`config.mk`:
```
export PLATFORM = sky130hd
export DESIGN_NAME = binary_to_ascii_digits
export DESIGN_NICKNAME = d
export VERILOG_FILES = /design/src/hw/rtl/bta_pkg.sv /design/src/hw/rtl/bta_dabble_step.sv /design/src/hw/rtl/bta_char_out.sv /design/src/hw/rtl/binary_to_ascii_digits.sv
export SDC_FILE = /design/constraint.sdc
export NUM_CORES = 1
export LEC_CHECK = 0
export BUFFER_PORTS_ARGS = -buffer_cell sky130_fd_sc_hd__buf_2
export CORE_MARGIN = 2
export CORE_UTILIZATION = 50
export CTS_CLUSTER_SIZE = 28
export DETAILED_ROUTE_END_ITERATION = 8
export PLACE_DENSITY = 0.68
export SYNTH_ARGS = -nofsm -noshare
export SYNTH_HDL_FRONTEND = slang
export SYNTH_SLANG_ARGS = --single-unit
```
`constraint.sdc`:
```
create_clock -name clock -period 4.5 [get_ports clock]
set_clock_uncertainty 0.15 [all_clocks]
set_input_delay 0.225 -clock clock [delete_from_list [all_inputs] [get_ports clock]]
set_output_delay 0.225 -clock clock [all_outputs]
set_load 0.005 [all_outputs]
```
`src/hw/rtl/bta_pkg.sv`:
```
// ----------------------------------------------------------------------------
// bta_pkg
// Shared constants, types and character helpers for the binary-to-ASCII
// formatter.
// ----------------------------------------------------------------------------
`default_nettype none

package bta_pkg;

   localparam int VALUE_WIDTH  = 64;
   localparam int DEC_DIGITS   = 20;
   localparam int HEX_DIGITS   = (VALUE_WIDTH + 3) / 4;
   localparam int STORE_DIGITS = (DEC_DIGITS > HEX_DIGITS) ? DEC_DIGITS : HEX_DIGITS;
   localparam int IDX_W        = $clog2(STORE_DIGITS);
   localparam int BIT_W        = $clog2(VALUE_WIDTH);

   localparam logic [7:0] ASCII_ZERO    = 8'h30;
   localparam logic [7:0] ASCII_X       = 8'h78;
   localparam logic [7:0] HEX_ALPHA_OFS = 8'h57;
   localparam logic [3:0] NIB_NINE      = 4'd9;

   localparam logic FUNC_DEC = 1'b0;
   localparam logic FUNC_HEX = 1'b1;

   // one character handed to the output register
   typedef struct packed {
      logic       valid;
      logic [7:0] code;
      logic       last;
   } emit_type;

   typedef logic [DEC_DIGITS-1:0][3:0]   dec_digits_type;
   typedef logic [STORE_DIGITS-1:0][3:0] store_type;

   function automatic logic [7:0] hex_char(input logic [3:0] nib);
      logic [7:0] ext;
      ext = {4'b0000, nib};
      return (nib > NIB_NINE) ? (ext + HEX_ALPHA_OFS) : (ext + ASCII_ZERO);
   endfunction

   function automatic logic [7:0] dec_char(input logic [3:0] nib);
      return {4'b0000, nib} + ASCII_ZERO;
   endfunction

endpackage

`default_nettype wire

```
`src/hw/rtl/bta_dabble_step.sv`:
```
// ----------------------------------------------------------------------------
// bta_dabble_step
// One double dabble step: add 3 to every BCD digit of 5 or more, then shift
// the whole BCD word left by one with the next value bit entering at the bottom.
// ----------------------------------------------------------------------------
`default_nettype none

module bta_dabble_step (
   input  var bta_pkg::dec_digits_type bcd_cur,
   input  wire                         bit_in,
   output bta_pkg::dec_digits_type     bcd_next
);

   bta_pkg::dec_digits_type adj;

   always_comb begin
      for (int d = 0; d < bta_pkg::DEC_DIGITS; d++) begin
         adj[d] = (bcd_cur[d] >= 4'd5) ? (bcd_cur[d] + 4'd3) : bcd_cur[d];
      end
   end

   // top carry falls off the end
   assign bcd_next = (bta_pkg::DEC_DIGITS*4)'({adj, bit_in});

endmodule

`default_nettype wire

```
`src/hw/rtl/bta_char_out.sv`:
```
// ----------------------------------------------------------------------------
// bta_char_out
// Output register for the character channel; takes a new character whenever
// the held one is gone or is being transferred in the same cycle.
// ----------------------------------------------------------------------------
`default_nettype none

module bta_char_out (
   input  wire                clock,
   input  wire                reset,
   input  var bta_pkg::emit_type emit,
   output logic               slot_free,
   output logic               rsp_valid,
   input  wire                rsp_ready,
   output logic [7:0]         rsp_char_code,
   output logic               rsp_last
);

   logic       valid_ff, valid_in;
   logic [7:0] code_ff;
   logic       last_ff;

   assign slot_free = !valid_ff || rsp_ready;

   always_comb begin
      valid_in = valid_ff;
      if (emit.valid) begin
         valid_in = 1'b1;
      end else if (rsp_ready) begin
         valid_in = 1'b0;
      end
   end

   always_ff @(posedge clock) begin
      if (reset) begin
         valid_ff <= 1'b0;
      end else begin
         valid_ff <= valid_in;
      end
   end

   always_ff @(posedge clock) begin
      if (emit.valid) begin
         code_ff <= emit.code;
         last_ff <= emit.last;
      end
   end

   assign rsp_valid     = valid_ff;
   assign rsp_char_code = code_ff;
   assign rsp_last      = last_ff;

endmodule

`default_nettype wire

```
`src/hw/rtl/binary_to_ascii_digits.sv`:
```
// ----------------------------------------------------------------------------
// binary_to_ascii_digits
// Formats an unsigned value as ASCII characters: decimal with no leading zeros
// by double dabble, or hex with a 0x prefix, one character per transfer.
// ----------------------------------------------------------------------------
// Decimal: the value is loaded, shifted and adjusted on the dabble unit once per
//   value bit (VALUE_WIDTH, 64), then each of the DEC_DIGITS (20) digit positions
//   is either skipped as a leading zero or sent as a character.
// Hex: the value is loaded, then the 0x prefix and HEX_DIGITS (16) digits are sent.
// Not ready again until the last character sits in the output register.
// Synchronous reset clears the sequencer and output valid; the digit store is not cleared.
`default_nettype none

module binary_to_ascii_digits (
   input  wire         clock,
   input  wire         reset,
   input  wire         req_valid,
   output logic        req_ready,
   input  wire         req_func,
   input  wire  [63:0] req_value,
   output logic        rsp_valid,
   input  wire         rsp_ready,
   output logic [7:0]  rsp_char_code,
   output logic        rsp_last
);

   typedef enum logic [4:0] {
      ST_IDLE = 5'b00001,
      ST_CONV = 5'b00010,
      ST_PFX0 = 5'b00100,
      ST_PFX1 = 5'b01000,
      ST_EMIT = 5'b10000
   } state_type;

   state_type                       state_ff, state_in;
   bta_pkg::store_type              store_ff, store_in;
   logic [bta_pkg::VALUE_WIDTH-1:0] shift_ff, shift_in;
   logic [bta_pkg::BIT_W-1:0]       bit_cnt_ff, bit_cnt_in;
   logic [bta_pkg::IDX_W-1:0]       idx_ff, idx_in;
   logic                            started_ff, started_in;
   logic                            mode_ff, mode_in;

   bta_pkg::dec_digits_type         dabble_out;
   logic [bta_pkg::HEX_DIGITS*4-1:0] hex_src;
   logic [3:0]                      digit;
   logic                            slot_free;
   bta_pkg::emit_type               emit;

   bta_dabble_step u_dabble (
      .bcd_cur  (store_ff[bta_pkg::DEC_DIGITS-1:0]),
      .bit_in   (shift_ff[bta_pkg::VALUE_WIDTH-1]),
      .bcd_next (dabble_out)
   );

   bta_char_out u_char_out (
      .clock         (clock),
      .reset         (reset),
      .emit          (emit),
      .slot_free     (slot_free),
      .rsp_valid     (rsp_valid),
      .rsp_ready     (rsp_ready),
      .rsp_char_code (rsp_char_code),
      .rsp_last      (rsp_last)
   );

   assign hex_src   = (bta_pkg::HEX_DIGITS*4)'(req_value[bta_pkg::VALUE_WIDTH-1:0]);
   assign digit     = store_ff[idx_ff];
   assign req_ready = (state_ff == ST_IDLE);

   always_comb begin
      state_in   = state_ff;
      store_in   = store_ff;
      shift_in   = shift_ff;
      bit_cnt_in = bit_cnt_ff;
      idx_in     = idx_ff;
      started_in = started_ff;
      mode_in    = mode_ff;
      emit       = '0;
      case (state_ff)
         ST_IDLE: begin
            if (req_valid) begin
               mode_in = req_func;
               if (req_func == bta_pkg::FUNC_HEX) begin
                  store_in = '0;
                  store_in[bta_pkg::HEX_DIGITS-1:0] = hex_src;
                  idx_in   = bta_pkg::IDX_W'(bta_pkg::HEX_DIGITS - 1);
                  state_in = ST_PFX0;
               end else begin
                  store_in   = '0;
                  shift_in   = req_value[bta_pkg::VALUE_WIDTH-1:0];
                  bit_cnt_in = bta_pkg::BIT_W'(bta_pkg::VALUE_WIDTH - 1);
                  state_in   = ST_CONV;
               end
            end
         end
         ST_CONV: begin
            store_in[bta_pkg::DEC_DIGITS-1:0] = dabble_out;
            shift_in = {shift_ff[bta_pkg::VALUE_WIDTH-2:0], 1'b0};
            if (bit_cnt_ff == '0) begin
               idx_in     = bta_pkg::IDX_W'(bta_pkg::DEC_DIGITS - 1);
               started_in = 1'b0;
               state_in   = ST_EMIT;
            end else begin
               bit_cnt_in = bit_cnt_ff - 1'b1;
            end
         end
         ST_PFX0: begin
            if (slot_free) begin
               emit     = '{valid: 1'b1, code: bta_pkg::ASCII_ZERO, last: 1'b0};
               state_in = ST_PFX1;
            end
         end
         ST_PFX1: begin
            if (slot_free) begin
               emit       = '{valid: 1'b1, code: bta_pkg::ASCII_X, last: 1'b0};
               started_in = 1'b1;
               state_in   = ST_EMIT;
            end
         end
         ST_EMIT: begin
            // leading zeros are skipped one digit a cycle, digit 0 always goes out
            if (!started_ff && digit == 4'd0 && idx_ff != '0) begin
               idx_in = idx_ff - 1'b1;
            end else if (slot_free) begin
               emit.valid = 1'b1;
               emit.code  = (mode_ff == bta_pkg::FUNC_HEX) ? bta_pkg::hex_char(digit)
                                                          : bta_pkg::dec_char(digit);
               emit.last  = (idx_ff == '0);
               started_in = 1'b1;
               if (idx_ff == '0) begin
                  state_in = ST_IDLE;
               end else begin
                  idx_in = idx_ff - 1'b1;
               end
            end
         end
         default: begin
            state_in = ST_IDLE;
         end
      endcase
   end

   always_ff @(posedge clock) begin
      if (reset) begin
         state_ff   <= ST_IDLE;
         bit_cnt_ff <= '0;
         idx_ff     <= '0;
         started_ff <= 1'b0;
         mode_ff    <= 1'b0;
      end else begin
         state_ff   <= state_in;
         bit_cnt_ff <= bit_cnt_in;
         idx_ff     <= idx_in;
         started_ff <= started_in;
         mode_ff    <= mode_in;
      end
   end

   always_ff @(posedge clock) begin
      store_ff <= store_in;
      shift_ff <= shift_in;
   end

endmodule

`default_nettype wire
```
==> impl_metrics.ini <==
[placement]
place_congestion = 0.854
portBuffers = 78
hpwlAfterDp_um = 14600
placed_cells = 1334

[synth]
synth_fp_nets = 1152
ys_seq_elements = 171
yosysWarningCount = 0
netlist_area_um2 = 9960
synth-seq-area-share_pct = 49.6
synth-async-reset-ratio_pct = 0
syn_inst = 1037
ys.flop_type = edfxtp_1
syn-mean-instance-area_um2 = 9.61
synth.distinct_cells = 56
synth_edf_count = 152

[cells_and_area]
fin_cells = 1426
syn2layout_area_growth_pct = 17.3
most-common-layout-cells = 226 x nand2_1, 152 x edfxtp_1, 78 x buf_2
drive_above_1_share_pct = 11.4
fill_cells = 1664
nets = 1266
ff_latch_area_um2 = 4950
insertedDiodeCount = 0
multi_input_area_um2 = 4610
layout_commonest_cell = nand2_1

[sta]
worst_slew_pin_slew_ps = 1120
fmax_mhz = 255
slew_headroom_pct = 25.2
slew_violations = 0
setup-tns-final_ps = 0
whs_ps = 10.4
hold_viol = 0
finalSetupViolCount = 0
fin_crit_ps = 3920
fin_crit_sh_pct = 87.1
grt_setup_unrepaired = false

[cts]
cts_buffers = 17
ctsHtreeMaxLevel = 4
clock-root-buffer = clkbuf_16
clkSinkCount = 171
holdBufCountCts = 63
cts_buffer_depth = 2
post_cts_buffers = 0
cts_resized = 0
insertion_delay_ps = 420
cts_tree = built
cts.clk_slew.worst_paths_ps = 60

[routing]
avgViaCountPerCell = 5.36
drc = 0
dr_total_vias = 7646
firstDrtPassIters = 5
drt-total-wl_um = 21900
drt-wirelength-per-cell_um = 15.3
detail-route-antenna-nets = 0
drt_iter0_drc = 440

[global_routing]
grt_pass1_wl_um = 36500
grt_antenna_before_repair = 0
grt_usage_pct = 21.2
grt_max_degree = 157
gr-total-overflow = 0
grt_pass1_vias = 7406

[floorplan]
die_w_um = 145
dieArea_um2 = 21100
top_level_ports = 80
die_y_um = 145
start_util_pct = 51.0
coreArea_um2 = 19500
rows = 51

[job]
maxCapViolations = 0

[worst_setup_path]
cp_max_fo = 29
slowest_delay_ps = 880
crit_type = reg -> reg
startpoint_type = register
crit_path_end_kind = register
crit_slowest_cell = dfxtp_2
crit_family = simple AND/OR/NAND/NOR gates
cp_data_required_time_ps = 4470
worstPathArrival_ps = 3890
crit_top_cell = nand2b_1
crit_chain = mux4_2 > a22oi_1 > o21ai_0 > a21oi_1 > ha_1 > nand2b_1 > nor4b_4 > nand2b_1 > nand2_1
path_buf_inv = 0

[power_and_ir_drop]
power_density_nw_per_um2 = 411
leakage_nw = 4.65
finalPower_mw = 4.80
ir_drop_mv = 0.309

[outcome]
run_status = complete, no violations

[min_path]
hp-class = in -> reg
path summary, 6_finish.rpt:
check                startpoint                   to  slack, ps  depth (start not counted)
setup / recovery      idx_ff[0]  u_char_out.rsp_last        580                          9
hold reg to reg    shift_ff[52]         shift_ff[53]        360                          2
hold / removal    req_value[62]         shift_ff[62]         10                          3
setup reg to reg      idx_ff[0]  u_char_out.rsp_last        580                          9
layout make-up:
class,instances,area share (%)
flip-flops and latches,171,42.3
multi-input cells,764,39.5
repair buffers,147,9.34
clock buffers,20,3.74
well taps,265,2.84
inverters,50,1.61
clock inverters,9,0.664
flip-flops by register name (all words and copies together), names as in the netlist:
register,count
bit_cnt_ff,6
idx_ff,5
mode_ff,1
shift_ff,64
started_ff,1
state_ff,5
store_ff,80
u_char_out.rsp_char_code,7
u_char_out.rsp_last,1
u_char_out.rsp_valid,1
synth_stat cells, types with 8 or more instances:
library cell  count  share of area (%)
nand2_1         228                8.6
edfxtp_1        152                 46
nand3_1          76                3.8
a21oi_1          73                3.7
o21ai_0          73                3.7
nor2_1           51                1.9
inv_1            49                1.8
ha_1             46                5.8
clkbuf_1         41                1.5
xor2_1           26                2.3
nand2b_1         25                1.6
xnor2_1          22                1.9
dfxtp_1          19                3.8
mux2i_1          19                1.9
nor3b_1          17                1.3
o31ai_1          16                1.2
mux4_2           11                2.5
nor3_1           11               0.55
a22oi_1           8               0.60
cells by family (layout without fill, tap and decap cells):
kind of cell	count (synthesis)	after routing	share of synthesized area, %
adder cells (fa/ha/maj)	46	46	5.78
XOR/XNOR	48	48	4.22
multiplexers	30	30	4.40
AO/OA/AOI/OAI	200	200	11.8
buffers and inverters	102	226	4.19
other	1	1	0.0376
flip-flops	171	171	49.6
AND/OR/NAND/NOR	439	439	20.0
worst reg2reg max path: stages (launching register included):
cell and delay, ps:
dfxtp_2 880, mux4_2 620, a22oi_1 140, o21ai_0 120
a21oi_1 370, ha_1 230, nand2b_1 100, nor4b_4 470
nand2b_1 290, nand2_1 250
layer usage:
metal | up-vias | track usage, % | routed length (µm)
met1 | 3571 | 29.0 | 10300
met3 | 21 | 4.15 | 917
li1 | 3886 | - | -
met5 | - | 0 | 0
met4 | 0 | 5.15 | 228
met2 | 168 | 34.9 | 10500
power by group:
| part | switching (mW) | leakage [nW] | internal (mW) |
|---|---|---|---|
| clock | 0.587 | 0.235 | 0.745 |
| combinational | 0.708 | 2.81 | 0.513 |
| sequential | 0.221 | 1.60 | 2.02 |
stage by stage:
step                area [µm²]  setup WS [ps]  utilization, %
floorplan                 9960            467               -
global placement         10500            665            54.0
detailed placement       10500            579            54.0
CTS                      11700            562            59.8
global route             11700            261            59.8
finish                   11700            579            59.8
(Power assumes the default switching activity.)
